File: src/rtl/twodo_pkg.sv
// ----------------------------------------------------------------------------
// twodo_pkg
// Shared constants for the tracking-wheel odometry core: fixed-point
// constants, serial unit widths, register indexes and reset values.
// ----------------------------------------------------------------------------
package twodo_pkg;

   localparam int ANGLE_BITS_DEF = 32;

   // serial multiplier: A operand, B operand (one bit per cycle), product
   localparam int MUL_A_W = 48;
   localparam int MUL_B_W = 32;
   localparam int MUL_P_W = 64;

   // serial divider: dividend (one quotient bit per cycle), divisor
   localparam int DIV_N_W = 50;
   localparam int DIV_D_W = 14;

   localparam logic [31:0] TWOPI_Q29  = 32'd3373259426;
   localparam logic [33:0] PI_Q32     = 34'd13493037705;
   localparam logic [25:0] INV2PI_Q28 = 26'd42722830;
   localparam logic [30:0] ONE_Q30    = 31'h40000000;

   localparam logic [39:0] TRAVEL_MAX = 40'h7FFFFFFFFF;
   localparam logic [39:0] TRAVEL_MIN = 40'h8000000000;

   localparam logic [DIV_D_W-1:0] DIV_72 = 14'd72;
   localparam logic [DIV_D_W-1:0] DIV_42 = 14'd42;
   localparam logic [DIV_D_W-1:0] DIV_20 = 14'd20;
   localparam logic [DIV_D_W-1:0] DIV_6  = 14'd6;

   // register indexes
   localparam logic [1:0] CSR_INCHES_PER_DEGREE = 2'd0;
   localparam logic [1:0] CSR_TRACK_WIDTH       = 2'd1;
   localparam logic [1:0] CSR_LEFT_WHEEL_OFFSET = 2'd2;

   localparam logic [15:0] IPD_RESET = 16'd1676;
   localparam logic [13:0] TW_RESET  = 14'd3072;
   localparam logic [12:0] LWO_RESET = 13'd1536;

endpackage

File: src/rtl/twodo_mul.sv
// ----------------------------------------------------------------------------
// twodo_mul
// Unsigned shift-add multiplier, one B bit per cycle, MSB first.
// ----------------------------------------------------------------------------
module twodo_mul #(
   parameter int A_W = twodo_pkg::MUL_A_W,
   parameter int B_W = twodo_pkg::MUL_B_W,
   parameter int P_W = twodo_pkg::MUL_P_W
) (
   input  logic           clock,
   input  logic           reset,
   input  logic           start,
   input  logic [A_W-1:0] a,
   input  logic [B_W-1:0] b,
   output logic           done,
   output logic [P_W-1:0] p
);

   localparam int CNT_W = $clog2(B_W + 1);

   logic             busy_ff;
   logic             done_ff;
   logic [CNT_W-1:0] cnt_ff;
   logic [A_W-1:0]   a_ff;
   logic [B_W-1:0]   b_ff;
   logic [P_W-1:0]   acc_ff;

   always_ff @(posedge clock) begin
      if (reset) begin
         busy_ff <= 1'b0;
         done_ff <= 1'b0;
         cnt_ff  <= '0;
      end else begin
         done_ff <= 1'b0;
         if (start) begin
            busy_ff <= 1'b1;
            cnt_ff  <= CNT_W'(B_W);
         end else if (busy_ff) begin
            cnt_ff <= cnt_ff - 1'b1;
            if (cnt_ff == CNT_W'(1)) begin
               busy_ff <= 1'b0;
               done_ff <= 1'b1;
            end
         end
      end
   end

   always_ff @(posedge clock) begin
      if (start) begin
         a_ff   <= a;
         b_ff   <= b;
         acc_ff <= '0;
      end else if (busy_ff) begin
         acc_ff <= (acc_ff << 1) + (b_ff[B_W-1] ? P_W'(a_ff) : '0);
         b_ff   <= b_ff << 1;
      end
   end

   assign done = done_ff;
   assign p    = acc_ff;

endmodule

File: src/rtl/twodo_div.sv
// ----------------------------------------------------------------------------
// twodo_div
// Unsigned restoring divider, one quotient bit per cycle.
// ----------------------------------------------------------------------------
module twodo_div #(
   parameter int N_W = twodo_pkg::DIV_N_W,
   parameter int D_W = twodo_pkg::DIV_D_W
) (
   input  logic           clock,
   input  logic           reset,
   input  logic           start,
   input  logic [N_W-1:0] n,
   input  logic [D_W-1:0] d,
   output logic           done,
   output logic [N_W-1:0] q
);

   localparam int CNT_W = $clog2(N_W + 1);

   logic             busy_ff;
   logic             done_ff;
   logic [CNT_W-1:0] cnt_ff;
   logic [N_W-1:0]   n_ff;
   logic [N_W-1:0]   q_ff;
   logic [D_W-1:0]   d_ff;
   logic [D_W-1:0]   rem_ff;
   logic [D_W:0]     trial;
   logic             fits;

   assign trial = {rem_ff, n_ff[N_W-1]};
   assign fits  = trial >= {1'b0, d_ff};

   always_ff @(posedge clock) begin
      if (reset) begin
         busy_ff <= 1'b0;
         done_ff <= 1'b0;
         cnt_ff  <= '0;
      end else begin
         done_ff <= 1'b0;
         if (start) begin
            busy_ff <= 1'b1;
            cnt_ff  <= CNT_W'(N_W);
         end else if (busy_ff) begin
            cnt_ff <= cnt_ff - 1'b1;
            if (cnt_ff == CNT_W'(1)) begin
               busy_ff <= 1'b0;
               done_ff <= 1'b1;
            end
         end
      end
   end

   always_ff @(posedge clock) begin
      if (start) begin
         n_ff   <= n;
         d_ff   <= d;
         rem_ff <= '0;
         q_ff   <= '0;
      end else if (busy_ff) begin
         rem_ff <= fits ? D_W'(trial - {1'b0, d_ff}) : trial[D_W-1:0];
         q_ff   <= {q_ff[N_W-2:0], fits};
         n_ff   <= n_ff << 1;
      end
   end

   assign done = done_ff;
   assign q    = q_ff;

endmodule

File: src/rtl/tracking_wheel_odometry_core.sv
// ----------------------------------------------------------------------------
// tracking_wheel_odometry_core
// Arc odometry from two absolute tracking-wheel encoder angles.
// ----------------------------------------------------------------------------
// Each request carries one sample of the left and right encoder angles. The
// core turns the count deltas into wheel travel, derives the heading change
// from the wheel difference over track width, and moves the tracking center
// along the arc chord at the mid-turn heading; position saturates at the
// 40-bit limits. One request is processed at a time: a sequencer runs some
// 25 products through a bit-serial multiplier and 13 quotients through a
// bit-serial divider, one unit at a time, before the result is written. A
// finished result sits in the output register while the next request is
// accepted. Configuration writes are always accepted; index 3 is ignored.
// ----------------------------------------------------------------------------
module tracking_wheel_odometry_core #(
   parameter int ANGLE_BITS = twodo_pkg::ANGLE_BITS_DEF
) (
   input  logic         clock,
   input  logic         reset,
   // request: [31:0] left_count, [63:32] right_count
   input  logic         req_tvalid,
   output logic         req_tready,
   input  logic [63:0]  req_tdata,
   // result: [15:0] heading, [31:16] heading_change, [71:32] pos_x,
   //         [111:72] pos_y
   output logic         rsp_tvalid,
   input  logic         rsp_tready,
   output logic [111:0] rsp_tdata,
   input  logic         csr_valid,
   output logic         csr_ready,
   input  logic [1:0]   csr_index,
   input  logic [15:0]  csr_data
);

   localparam int AB     = ANGLE_BITS;
   localparam int MAG_SH = 60 - AB;
   localparam logic [AB-1:0] MAG_LIM = {1'b0, {(AB-1){1'b1}}};
   localparam logic [AB-1:0] QUARTER = {2'b01, {(AB-2){1'b0}}};
   localparam logic [AB-2:0] QUARTER_R = {1'b1, {(AB-2){1'b0}}};

   typedef enum logic [20:0] {
      S_IDLE = 21'd1,      S_DL = 21'd2,        S_DR = 21'd4,
      S_RAD = 21'd8,       S_MAG = 21'd16,      S_U = 21'd32,
      S_U2 = 21'd64,       S_D72 = 21'd128,     S_T1 = 21'd256,
      S_D42 = 21'd512,     S_T2 = 21'd1024,     S_D20 = 21'd2048,
      S_T3 = 21'd4096,     S_D6 = 21'd8192,     S_SX = 21'd16384,
      S_TERM = 21'd32768,  S_P1 = 21'd65536,    S_SU = 21'd131072,
      S_DX = 21'd262144,   S_DY = 21'd524288,   S_OUT = 21'd1048576
   } state_type;

   // which caller the shared sinc sequence returns to
   typedef enum logic [2:0] {
      PH_CHORD = 3'b001, PH_SIN = 3'b010, PH_COS = 3'b100
   } phase_type;

   state_type state_ff;
   phase_type phase_ff;
   logic      busy_ff;

   // configuration
   logic [15:0] ipd_ff;
   logic [13:0] tw_ff;
   logic [12:0] lwo_ff;

   // odometry state
   logic [31:0]        last_left_ff, last_right_ff;
   logic [AB-1:0]      head_ff;
   logic signed [39:0] x_ff, y_ff;

   // working registers
   logic [31:0]        dlt_l_ff, dlt_r_ff;
   logic signed [39:0] dl_ff, dr_ff;
   logic               neg_ff;
   logic [33:0]        rad_ff;
   logic [AB-1:0]      mag_ff;
   logic [30:0]        u_ff, t_ff, f_ff, sx_ff;
   logic [31:0]        u2_ff, w_ff;
   logic [23:0]        term_ff;
   logic signed [41:0] s_ff;
   logic [30:0]        sin_ff, cos_ff;
   logic               sin_neg_ff, cos_neg_ff;

   logic         rsp_valid_ff;
   logic [111:0] rsp_data_ff;

   // serial units
   logic                          mul_start, div_start, is_mul, unit_done, computing;
   logic [twodo_pkg::MUL_A_W-1:0] mul_a;
   logic [twodo_pkg::MUL_B_W-1:0] mul_b;
   logic [twodo_pkg::MUL_P_W-1:0] mul_p;
   logic                          mul_done;
   logic [twodo_pkg::DIV_N_W-1:0] div_n, div_q;
   logic [twodo_pkg::DIV_D_W-1:0] div_d;
   logic                          div_done;

   twodo_mul u_mul (
      .clock (clock), .reset (reset), .start (mul_start),
      .a (mul_a), .b (mul_b), .done (mul_done), .p (mul_p)
   );

   twodo_div u_div (
      .clock (clock), .reset (reset), .start (div_start),
      .n (div_n), .d (div_d), .done (div_done), .q (div_q)
   );

   // derived values
   logic [31:0]        dabs_l, dabs_r;
   logic signed [40:0] diff;
   logic [40:0]        diff_mag;
   logic [25:0]        m_clamp;
   logic [39:0]        dl_mag;
   logic [40:0]        s_mag;
   logic [AB-1:0]      half, hm, ang, bin;
   logic [1:0]         quad;
   logic [AB-2:0]      a_red;
   logic [63:0]        mag_full;
   logic [30:0]        sq_res;
   logic signed [41:0] p1_s, term_s, s_new;
   logic [41:0]        dm;
   logic signed [42:0] dxs;
   logic signed [43:0] pos_sum;
   logic signed [39:0] pos_sat;
   logic               d_neg;

   always_comb begin
      dabs_l   = dlt_l_ff[31] ? 32'(-dlt_l_ff) : dlt_l_ff;
      dabs_r   = dlt_r_ff[31] ? 32'(-dlt_r_ff) : dlt_r_ff;
      diff     = $signed({dl_ff[39], dl_ff}) - $signed({dr_ff[39], dr_ff});
      diff_mag = diff[40] ? 41'(-diff) : 41'(diff);
      m_clamp  = (diff_mag > 41'h2000000) ? 26'h2000000 : diff_mag[25:0];
      dl_mag   = dl_ff[39] ? 40'(-dl_ff) : 40'(dl_ff);
      s_mag    = s_ff[41] ? 41'(-s_ff) : 41'(s_ff);
      // mid-turn heading and quadrant reduction
      half     = mag_ff >> 1;
      hm       = neg_ff ? head_ff - half : head_ff + half;
      ang      = (phase_ff == PH_COS) ? hm + QUARTER : hm;
      quad     = ang[AB-1:AB-2];
      a_red    = quad[0] ? QUARTER_R - {1'b0, ang[AB-3:0]} : {1'b0, ang[AB-3:0]};
      bin      = neg_ff ? AB'(-mag_ff) : mag_ff;
      mag_full = mul_p >> MAG_SH;
      sq_res   = mul_p[60:30];
      // chord: dl * f - offset term, each with its sign
      p1_s     = dl_ff[39] ? -$signed({2'b00, mul_p[59:20]}) : $signed({2'b00, mul_p[59:20]});
      term_s   = neg_ff ? -$signed({18'd0, term_ff}) : $signed({18'd0, term_ff});
      s_new    = p1_s - term_s;
      // position step along the mid-turn heading
      dm       = mul_p[61:20];
      d_neg    = s_ff[41] ^ ((state_ff == S_DX) ? sin_neg_ff : cos_neg_ff);
      dxs      = d_neg ? -$signed({1'b0, dm}) : $signed({1'b0, dm});
      pos_sum  = $signed({{4{(state_ff == S_DX) ? x_ff[39] : y_ff[39]}},
                          (state_ff == S_DX) ? x_ff : y_ff}) + $signed({dxs[42], dxs});
      if (pos_sum > 44'sd549755813887) begin
         pos_sat = $signed(twodo_pkg::TRAVEL_MAX);
      end else if (pos_sum < -44'sd549755813888) begin
         pos_sat = $signed(twodo_pkg::TRAVEL_MIN);
      end else begin
         pos_sat = pos_sum[39:0];
      end
   end

   // operand selection for the current step
   always_comb begin
      mul_a  = '0;
      mul_b  = '0;
      div_n  = '0;
      div_d  = twodo_pkg::DIV_6;
      is_mul = 1'b1;
      unique case (state_ff)
         S_DL: begin
            mul_a = 48'(dabs_l);
            mul_b = 32'(ipd_ff);
         end
         S_DR: begin
            mul_a = 48'(dabs_r);
            mul_b = 32'(ipd_ff);
         end
         S_RAD: begin
            is_mul = 1'b0;
            div_n  = {m_clamp, 24'd0};
            div_d  = (tw_ff == '0) ? 14'd1 : tw_ff;
         end
         S_MAG: begin
            mul_a = 48'(rad_ff);
            mul_b = 32'(twodo_pkg::INV2PI_Q28);
         end
         S_U: begin
            mul_a = 48'(twodo_pkg::TWOPI_Q29);
            mul_b = 32'(mag_ff);
         end
         S_SU: begin
            mul_a = 48'(twodo_pkg::TWOPI_Q29);
            mul_b = 32'(a_red);
         end
         S_U2: begin
            mul_a = 48'(u_ff);
            mul_b = 32'(u_ff);
         end
         S_D72: begin
            is_mul = 1'b0;
            div_n  = 50'(u2_ff);
            div_d  = twodo_pkg::DIV_72;
         end
         S_T1, S_T2, S_T3: begin
            mul_a = 48'(u2_ff);
            mul_b = 32'(t_ff);
         end
         S_D42: begin
            is_mul = 1'b0;
            div_n  = 50'(w_ff);
            div_d  = twodo_pkg::DIV_42;
         end
         S_D20: begin
            is_mul = 1'b0;
            div_n  = 50'(w_ff);
            div_d  = twodo_pkg::DIV_20;
         end
         S_D6: begin
            is_mul = 1'b0;
            div_n  = 50'(w_ff);
            div_d  = twodo_pkg::DIV_6;
         end
         S_SX: begin
            mul_a = 48'(u_ff);
            mul_b = 32'(f_ff);
         end
         S_TERM: begin
            mul_a = 48'(lwo_ff);
            mul_b = 32'(sx_ff);
         end
         S_P1: begin
            mul_a = 48'(dl_mag);
            mul_b = 32'(f_ff[30:10]);
         end
         S_DX: begin
            mul_a = 48'(s_mag);
            mul_b = 32'(sin_ff[30:10]);
         end
         S_DY: begin
            mul_a = 48'(s_mag);
            mul_b = 32'(cos_ff[30:10]);
         end
         default: begin
            mul_a = '0;
         end
      endcase
   end

   assign computing = (state_ff != S_IDLE) && (state_ff != S_OUT);
   assign mul_start = computing && !busy_ff && is_mul;
   assign div_start = computing && !busy_ff && !is_mul;
   assign unit_done = is_mul ? mul_done : div_done;

   assign req_tready = (state_ff == S_IDLE);
   assign csr_ready  = 1'b1;
   assign rsp_tvalid = rsp_valid_ff;
   assign rsp_tdata  = rsp_data_ff;

   // configuration registers
   always_ff @(posedge clock) begin
      if (reset) begin
         ipd_ff <= twodo_pkg::IPD_RESET;
         tw_ff  <= twodo_pkg::TW_RESET;
         lwo_ff <= twodo_pkg::LWO_RESET;
      end else if (csr_valid) begin
         unique case (csr_index)
            twodo_pkg::CSR_INCHES_PER_DEGREE: ipd_ff <= csr_data;
            twodo_pkg::CSR_TRACK_WIDTH:       tw_ff  <= csr_data[13:0];
            twodo_pkg::CSR_LEFT_WHEEL_OFFSET: lwo_ff <= csr_data[12:0];
            default: ;
         endcase
      end
   end

   // sequencer and state update
   always_ff @(posedge clock) begin
      if (reset) begin
         state_ff      <= S_IDLE;
         phase_ff      <= PH_CHORD;
         busy_ff       <= 1'b0;
         rsp_valid_ff  <= 1'b0;
         last_left_ff  <= '0;
         last_right_ff <= '0;
         head_ff       <= '0;
         x_ff          <= '0;
         y_ff          <= '0;
      end else begin
         // a new result may replace the one leaving in the same cycle
         if ((state_ff == S_OUT) && (!rsp_valid_ff || rsp_tready)) begin
            rsp_valid_ff <= 1'b1;
         end else if (rsp_valid_ff && rsp_tready) begin
            rsp_valid_ff <= 1'b0;
         end
         if (mul_start || div_start) begin
            busy_ff <= 1'b1;
         end else if (computing && unit_done) begin
            busy_ff <= 1'b0;
         end

         unique case (state_ff)
            S_IDLE: begin
               if (req_tvalid) begin
                  dlt_l_ff      <= req_tdata[31:0] - last_left_ff;
                  dlt_r_ff      <= req_tdata[63:32] - last_right_ff;
                  last_left_ff  <= req_tdata[31:0];
                  last_right_ff <= req_tdata[63:32];
                  state_ff      <= S_DL;
               end
            end
            S_OUT: begin
               if (!rsp_valid_ff || rsp_tready) begin
                  rsp_data_ff  <= {y_ff, x_ff, bin[AB-1:AB-16], head_ff[AB-1:AB-16]};
                  state_ff     <= S_IDLE;
               end
            end
            default: begin
               if (busy_ff && unit_done) begin
                  unique case (state_ff)
                     S_DL: begin
                        if (dlt_l_ff[31]) begin
                           dl_ff <= (mul_p > 64'h8000000000) ?
                                    $signed(twodo_pkg::TRAVEL_MIN) : -$signed(mul_p[39:0]);
                        end else begin
                           dl_ff <= (mul_p > 64'(twodo_pkg::TRAVEL_MAX)) ?
                                    $signed(twodo_pkg::TRAVEL_MAX) : $signed(mul_p[39:0]);
                        end
                        state_ff <= S_DR;
                     end
                     S_DR: begin
                        if (dlt_r_ff[31]) begin
                           dr_ff <= (mul_p > 64'h8000000000) ?
                                    $signed(twodo_pkg::TRAVEL_MIN) : -$signed(mul_p[39:0]);
                        end else begin
                           dr_ff <= (mul_p > 64'(twodo_pkg::TRAVEL_MAX)) ?
                                    $signed(twodo_pkg::TRAVEL_MAX) : $signed(mul_p[39:0]);
                        end
                        state_ff <= S_RAD;
                     end
                     S_RAD: begin
                        neg_ff   <= diff[40];
                        rad_ff   <= (div_q > 50'(twodo_pkg::PI_Q32)) ?
                                    twodo_pkg::PI_Q32 : div_q[33:0];
                        state_ff <= S_MAG;
                     end
                     S_MAG: begin
                        mag_ff   <= (mag_full > 64'(MAG_LIM)) ? MAG_LIM : mag_full[AB-1:0];
                        state_ff <= S_U;
                     end
                     S_U: begin
                        u_ff     <= 31'(mul_p >> AB);
                        phase_ff <= PH_CHORD;
                        state_ff <= S_U2;
                     end
                     S_SU: begin
                        u_ff     <= 31'(mul_p >> (AB - 1));
                        state_ff <= S_U2;
                     end
                     S_U2: begin
                        u2_ff    <= mul_p[61:30];
                        state_ff <= S_D72;
                     end
                     S_D72: begin
                        t_ff     <= twodo_pkg::ONE_Q30 - div_q[30:0];
                        state_ff <= S_T1;
                     end
                     S_T1: begin
                        w_ff     <= mul_p[61:30];
                        state_ff <= S_D42;
                     end
                     S_D42: begin
                        t_ff     <= twodo_pkg::ONE_Q30 - div_q[30:0];
                        state_ff <= S_T2;
                     end
                     S_T2: begin
                        w_ff     <= mul_p[61:30];
                        state_ff <= S_D20;
                     end
                     S_D20: begin
                        t_ff     <= twodo_pkg::ONE_Q30 - div_q[30:0];
                        state_ff <= S_T3;
                     end
                     S_T3: begin
                        w_ff     <= mul_p[61:30];
                        state_ff <= S_D6;
                     end
                     S_D6: begin
                        f_ff     <= twodo_pkg::ONE_Q30 - div_q[30:0];
                        state_ff <= S_SX;
                     end
                     S_SX: begin
                        unique case (phase_ff)
                           PH_CHORD: begin
                              sx_ff    <= sq_res;
                              state_ff <= S_TERM;
                           end
                           PH_SIN: begin
                              sin_ff     <= sq_res;
                              sin_neg_ff <= quad[1];
                              phase_ff   <= PH_COS;
                              state_ff   <= S_SU;
                           end
                           default: begin
                              cos_ff     <= sq_res;
                              cos_neg_ff <= quad[1];
                              state_ff   <= S_DX;
                           end
                        endcase
                     end
                     S_TERM: begin
                        term_ff  <= mul_p[44:21];
                        state_ff <= S_P1;
                     end
                     S_P1: begin
                        s_ff     <= s_new;
                        phase_ff <= PH_SIN;
                        state_ff <= S_SU;
                     end
                     S_DX: begin
                        x_ff     <= pos_sat;
                        state_ff <= S_DY;
                     end
                     S_DY: begin
                        y_ff     <= pos_sat;
                        head_ff  <= head_ff + bin;
                        state_ff <= S_OUT;
                     end
                     default: begin
                        state_ff <= S_IDLE;
                     end
                  endcase
               end
            end
         endcase
      end
   end

endmodule

File: config.mk
export PLATFORM = sky130hd
export DESIGN_NAME = tracking_wheel_odometry_core
export DESIGN_NICKNAME = d
export VERILOG_FILES = /design/src/rtl/twodo_pkg.sv /design/src/rtl/twodo_mul.sv /design/src/rtl/twodo_div.sv /design/src/rtl/tracking_wheel_odometry_core.sv
export SDC_FILE = /design/constraint.sdc
export NUM_CORES = 2
export LEC_CHECK = 0
export BUFFER_PORTS_ARGS = -buffer_cell sky130_fd_sc_hd__buf_2
export CAP_MARGIN = 20
export CELL_PAD_IN_SITES_DETAIL_PLACEMENT = 1
export CELL_PAD_IN_SITES_GLOBAL_PLACEMENT = 2
export CORE_MARGIN = 1.5
export CORE_UTILIZATION = 44
export CTS_CLUSTER_SIZE = 12
export DETAILED_ROUTE_END_ITERATION = 8
export PLACE_DENSITY = 0.95
export SETUP_SLACK_MARGIN = 0.3
export SLEW_MARGIN = 20
export SYNTH_ARGS = -nofsm -noshare
export SYNTH_HDL_FRONTEND = slang
export SYNTH_HIERARCHICAL = 1
export SYNTH_SLANG_ARGS = --single-unit
File: constraint.sdc
create_clock -name clock -period 17.4 [get_ports clock]
set_clock_uncertainty 0.05 [all_clocks]
set_input_delay 3.48 -clock clock [delete_from_list [all_inputs] [get_ports clock]]
set_output_delay 3.48 -clock clock [all_outputs]
set_load 0.02 [all_outputs]
[Word-level counts from Yosys, hierarchy flattened]
Index checks and enable logic that the tools add are counted.
Storage, ports and cells
  register bits: 1174
  output and inout port bits: 115
  input bits: 87
Cells by class
  magnitude comparators: 8
  reductions and logical operators: 59
  $add $sub $neg: 25
  multiplexer cells: 60
  bitwise operators: 6
  eq/ne operators: 33
Operator list (count)
  21-bit one-hot mux with 18 select lines: 1
  41-bit one-hot mux with 9 select lines: 1
  32-bit one-hot mux with 11 select lines: 1
  40-bit 2-to-1 mux: 8
  32-bit 2-to-1 mux: 7
  50-bit one-hot mux with 3 select lines: 1
  50-bit 2-to-1 mux: 2
  32-bit negator: 3
  42-bit 2-to-1 mux: 2
  41-bit 2-to-1 mux: 2
  41-bit negator: 2
  40-bit negator: 2
  64-bit adder: 1
  64-bit by 39-bit greater-than comparator with 1-bit output (second input constant): 1
  64-bit by 40-bit greater-than comparator with 1-bit output (second input constant): 1
  32-bit subtractor: 2
  21-bit 2-to-1 mux: 3
  31-bit one-hot mux with 2 select lines: 1
  14-bit one-hot mux with 4 select lines: 1
  50-bit by 34-bit greater-than comparator with 1-bit output (second input constant): 1
  48-bit 2-to-1 mux: 1
  4-bit AND reduction: 12
  41-bit by 43-bit adder with 44-bit output: 1
  44-bit by 40-bit greater-than comparator with 1-bit output (second input constant): 1
  73 further kinds: 133

[Depth between registers and ports, before layout]
  depth in word-level cells: 8
  depth in mapped cells: 27

[By module]
Netlist, hierarchy kept.
By module, submodules not included
  tracking_wheel_odometry_core: cells each 6218, area an instance 56246.4 µm², times used 1
  twodo_mul: cells each 874, area an instance 8584.5 µm², times used 1
  twodo_div: cells each 493, area an instance 5969.5 µm², times used 1

[Worst setup path before layout]
No wires, ideal clock.
  path kind: input to register
  start: in reset
  end: reg rsp_data_ff[0] (netlist: rsp_tdata[0]), enable pin
  stages: 4
  path slack: 8.057 ns
  required time: 16.766 ns
  path buffers: 3
  arrival: 8.709 ns
  cells stage by stage: clkbuf_1 -> clkbuf_1 -> clkbuf_1 -> nor2_1
On the way
  longest elaborated chain between the ends: 2
Ends and longest elaborated chain
  from (decl): RTL line tracking_wheel_odometry_core.sv:19  | input logic reset,
  1-bit inverter (no source line)
  3-bit AND reduction (no source line)
  to (signal assigned): RTL line tracking_wheel_odometry_core.sv:311  | rsp_data_ff <= {y_ff, x_ff, bin[AB-1:AB-16], head_ff[AB-1:AB-16]};
  to (decl): RTL line tracking_wheel_odometry_core.sv:84  | logic [111:0] rsp_data_ff;
Every way passes these cells.
A chain may end at the register's enable or synchronous reset.

[Worst setup path after layout]
  start: reg state_ff[4]
  end: reg x_ff[14]
On the way
  longest elaborated chain between the ends: 8
  elaborated cells on any way between the ends: 24
  those cells by class: add/sub (1); order compare (2); eq/ne (8); mux (7); bitwise (2); reduce/logical (4)
Ends and longest elaborated chain
  from (decl): RTL line tracking_wheel_odometry_core.sv:56  | state_type state_ff;
  from (signal assigned): RTL line tracking_wheel_odometry_core.sv:277  | state_ff <= S_IDLE;
  from (signal assigned): RTL line tracking_wheel_odometry_core.sv:306  | state_ff <= S_DL;
  from (signal assigned): RTL line tracking_wheel_odometry_core.sv:312  | state_ff <= S_IDLE;
  21-bit by 19-bit equality test with 1-bit output
  1-bit 2-to-1 mux: RTL line tracking_wheel_odometry_core.sv:148  | d_neg = s_ff[41] ^ ((state_ff == S_DX) ? sin_neg_ff : cos_neg_ff);
  1-bit XOR: RTL line tracking_wheel_odometry_core.sv:148
  43-bit 2-to-1 mux: RTL line tracking_wheel_odometry_core.sv:149  | dxs = d_neg ? -$signed({1'b0, dm}) : $signed({1'b0, dm});
  41-bit by 43-bit adder with 44-bit output: RTL line tracking_wheel_odometry_core.sv:151  | (state_ff == S_DX) ? x_ff : y_ff}) + $signed({dxs[42], dxs});
  44-bit by 40-bit < comparator with 1-bit output: RTL line tracking_wheel_odometry_core.sv:154  | end else if (pos_sum < -44'sd549755813888) begin
  40-bit 2-to-1 mux: RTL line tracking_wheel_odometry_core.sv:154
  40-bit 2-to-1 mux: RTL line tracking_wheel_odometry_core.sv:152  | if (pos_sum > 44'sd549755813887) begin
  to (signal assigned): RTL line tracking_wheel_odometry_core.sv:418  | x_ff <= pos_sat;
  to (decl): RTL line tracking_wheel_odometry_core.sv:68  | logic signed [39:0] x_ff, y_ff;
Several ways; a longest one is shown, not always the timed one.

==> flow_summary.yaml <==
setup_path:
  start_kind: "flop"
  cp-end-kind: "flop"
  r2r_end: "x_ff[14]$_SDFFE_PP0P_"
  critical_path_required_ns: 18.03
  crit_type: "reg -> reg"
  crit_fanout: 39
  arrival_ns: 9.23
  reg2regPathDepth: 25
  rr_startpoint: "state_ff[4]$_SDFFE_PP0P_"
  reg2reg_slack_ns: 8.81
outcome:
  violations: "DRC"
  status: "finished with violations"
routing:
  drt-wirelength-per-cell_um: 27.16
  drt_first_iter_violations: 6987
  first_pass_iters: 9
  wirelength_um: 269700
  ant_nets: 0
  vias: 62178
  avgViaCountPerCell: 6.262
  drc: 9
grt:
  grtUsageTotal_pct: 32.32
  grt_max_degree: 105
  gr-total-overflow: 0
  grt_pass1_vias: 62538
  antenna_found_initial: 12
  grt_first_pass_wirelength_um: 400500
cts:
  clk_pin_slew_worst_paths_ns: 0.06
  cts.sink_count: 1154
  cts_setup_buffers: 0
  cts_resized: 0
  cts_root_buffer: "clkbuf_16"
  clk_latency_ns: 0.81
  htreeDepth: 4
  cts_tree: "yes"
  cts.path.max_buffers: 3
  cts_made_buffers: 137
  hold_buffers: 0
power_and_ir_drop:
  power_density_nw_per_um2: 135.9
  p_leak_nw: 29.77
  ir_drop_mv: 0.1369
yosys:
  ys.flop_type: "edfxtp_1"
  synth_seq_area_share_pct: 43.45
  synth.top_cell.area_share_pct: 32.45
  ys_types: 123
  yosysWarningCount: 6
  ys_top_cells_by_area: "edfxtp_1 32%, dfxtp_1 11%, ha_1 5.8%"
  avgSynthCellArea_sq_um: 9.334
  synth_enable_flop_cells: 765
  synthCells: 7585
  postSynth.asyncResetShare_pct: 0
  synth_top_cell_by_area: "edfxtp_1"
  synthesis.area_sq_um: 70800
  yosys_register_bits: 1154
finish:
  stdcell_count: 9930
  final_area_sq_um: 78600
  fin_util_pct: 49.06
  drive_above_1_share_pct: 9.581
  areaGrowthSynthToFinish_pct: 11.01
  fin_nets: 8075
  fillers: 18081
timing:
  tns_ns: 0
  maxSlewViolCount: 0
  worstMarginPinSlew_ns: 1.231
  setup_viol: 0
  fin_crit_sh_pct: 49.39
  fmax_mhz: 116.4
  hold_viol: 0
  final.min_clock_period_ns: 8.593
  slew_headroom_pct: 17.07
  grt_setup_unrepaired: "false"
floorplan:
  die_h_um: 404.1
  initial_core_util_pct: 44.20
  die_area_sq_um: 163300
  die_w_um: 404.1
  core_area_sq_um: 160200
  row_count: 147
  io_pins: 202
worst_hold_path:
  whs_path_depth: 2
  hold_start: "last_right_ff[30]$_SDFFE_PP0P_"
  worst_hold_path_type: "reg -> reg"
  whs_endpoint: "last_right_ff[30]$_SDFFE_PP0P_"
place:
  gp_congestion: 1.008
  port_buffers: 200
  place_inst: 9670
  dp_hpwl_um: 199700
  post_dp_cell_area_sq_um: 74010
job:
  maxCapViolations: 0
==> worst max-delay path, stage by stage (launching register included) <==
cell and delay [ns]:
dfxtp_1 0.37, nor4_1 0.50, nand3_1 0.22, inv_1 0.09, nand3_1 0.15, nor3b_2 0.22
buf_4 0.38, mux2i_1 0.44, xnor2_2 0.15, buf_4 0.35, o21ai_0 0.22, xnor2_1 0.29
ha_1 0.35, a21oi_1 0.18, o22ai_1 0.13, nor3_1 0.21, o21ai_0 0.22, o311ai_0 0.74
o21ai_0 0.45, a2111oi_0 0.88, nor3b_1 0.14, o22ai_1 0.18, xnor2_1 0.16, a41o_2 0.77
nand2_1 0.21, a211oi_1 0.31
==> where the power goes <==
part | leakage [nW] | switching, mW | internal (mW)
combinational | 17.4 | 2.81 | 1.35
sequential | 10.2 | 0.217 | 3.37
clock | 2.17 | 1.25 | 1.69
total | 29.8 | 4.28 | 6.40
==> cell usage after synthesis (57+ instances only) <==
| cell | number |
|---|---|
| a211oi_1 | 135 |
| a21o_1 | 144 |
| a21oi_1 | 567 |
| a222oi_1 | 59 |
| and2_1 | 113 |
| and3_1 | 57 |
| clkbuf_1 | 315 |
| dfxtp_1 | 389 |
| edfxtp_1 | 765 |
| ha_1 | 327 |
| inv_1 | 261 |
| mux2_2 | 82 |
| mux2i_1 | 98 |
| nand2_1 | 1043 |
| nand2b_1 | 85 |
| nand3_1 | 114 |
| nand4_1 | 67 |
| nor2_1 | 622 |
| nor2b_1 | 59 |
| nor3_1 | 145 |
| nor4_1 | 70 |
| o21ai_0 | 304 |
| o31ai_1 | 91 |
| or3_1 | 81 |
| xnor2_1 | 444 |
| xor2_1 | 215 |
==> cells in the final DEF, fill, tap and decap left out, types with 56 or more instances in the layout <==
master / netlist / final
ha_1: 327 / 327
nand4_1: 67 / 67
a222oi_1: 59 / 59
mux2i_1: 98 / 98
buf_2: 31 / 199
and2_1: 113 / 112
edfxtp_1: 765 / 765
xor2_1: 215 / 215
a21oi_1: 567 / 566
buf_4: 4 / 112
dfxtp_1: 389 / 387
nor2_1: 622 / 604
inv_1: 261 / 261
xnor2_1: 444 / 443
o31ai_1: 91 / 91
nand3_1: 114 / 114
nor4_1: 70 / 67
clkbuf_16: 0 / 140
nor3_1: 145 / 143
and3_1: 57 / 56
or3_1: 81 / 81
mux2_2: 82 / 82
a211oi_1: 135 / 135
nand2_1: 1043 / 1042
nor2b_1: 59 / 57
a21o_1: 144 / 144
nand2b_1: 85 / 85
o21ai_0: 304 / 302
==> routing by layer <==
layer / part of all wire [%] / GRT usage (%) / up-vias / routed length, um
li1: - / - / 27819 / -
met1: 39 / 40.58 / 30893 / 105100
met2: 46 / 52.39 / 2747 / 125000
met3: 8.4 / 5.884 / 711 / 22710
met4: 6.3 / 18.18 / 8 / 16860
met5: 0.020 / 0 / - / 53
==> layout make-up <==
cell class	instances	area, sq um	share of cell area (%)
antenna	5	12.51	0.01592
clock buffer	183	3775	4.803
timing repair buffer	317	1954	2.487
clock inverter	69	743.2	0.9456
multi-input combinational	5778	37650	47.91
sequential	1154	30760	39.14
tap	2160	2703	3.439
inverter	264	991.0	1.261
==> state kept, by name, indices dropped and copies added (netlist names), 34 cells and up <==
signal,count
u_mul/p,64
u_mul/a_ff,48
s_ff,42
u_div/n_ff,50
u_div/q,50
y_ff,40
rad_ff,34
dl_ff,40
x_ff,40
dr_ff,40
rsp_tdata,112
==> how the worst max path moves through the flow <==
stage	startpoint	to	cells after the start
floorplan	reset	rsp_tdata[0]$_DFFE_PP_	4
global placement	state_ff[4]$_SDFFE_PP0P_	x_ff[34]$_SDFFE_PP0P_	24
detailed placement	state_ff[4]$_SDFFE_PP0P_	x_ff[34]$_SDFFE_PP0P_	24
CTS	state_ff[4]$_SDFFE_PP0P_	x_ff[14]$_SDFFE_PP0P_	25
global route	state_ff[4]$_SDFFE_PP0P_	x_ff[14]$_SDFFE_PP0P_	25
finish	state_ff[4]$_SDFFE_PP0P_	x_ff[14]$_SDFFE_PP0P_	25
==> stage by stage <==
step | hold slack, ns | total power [mW] | setup WS [ns]
CTS | 0.4017 | 10.61 | 8.977
global route | 0.4180 | 11.09 | 8.411
detailed placement | 0.3946 | 7.657 | 9.018
floorplan | 0.3807 | 6.230 | 8.057
global placement | 0.3878 | 7.523 | 9.375
finish | 0.3976 | 10.68 | 8.807
==> logic make-up (layout without fill, tap and decap cells) <==
kind of cell,count (synthesis),in the layout,synth area share [%]
flops,1154,1154,43.45
fa+ha+maj,336,336,6.033
simple gates,2650,2650,17.65
mux,180,180,2.690
xor+xnor,659,659,8.152
buf+inv,660,833,3.686
other cells,2,14,0.01061
compound gates,1944,1944,18.34
Note: power is estimated with default switching activity, not from simulation.
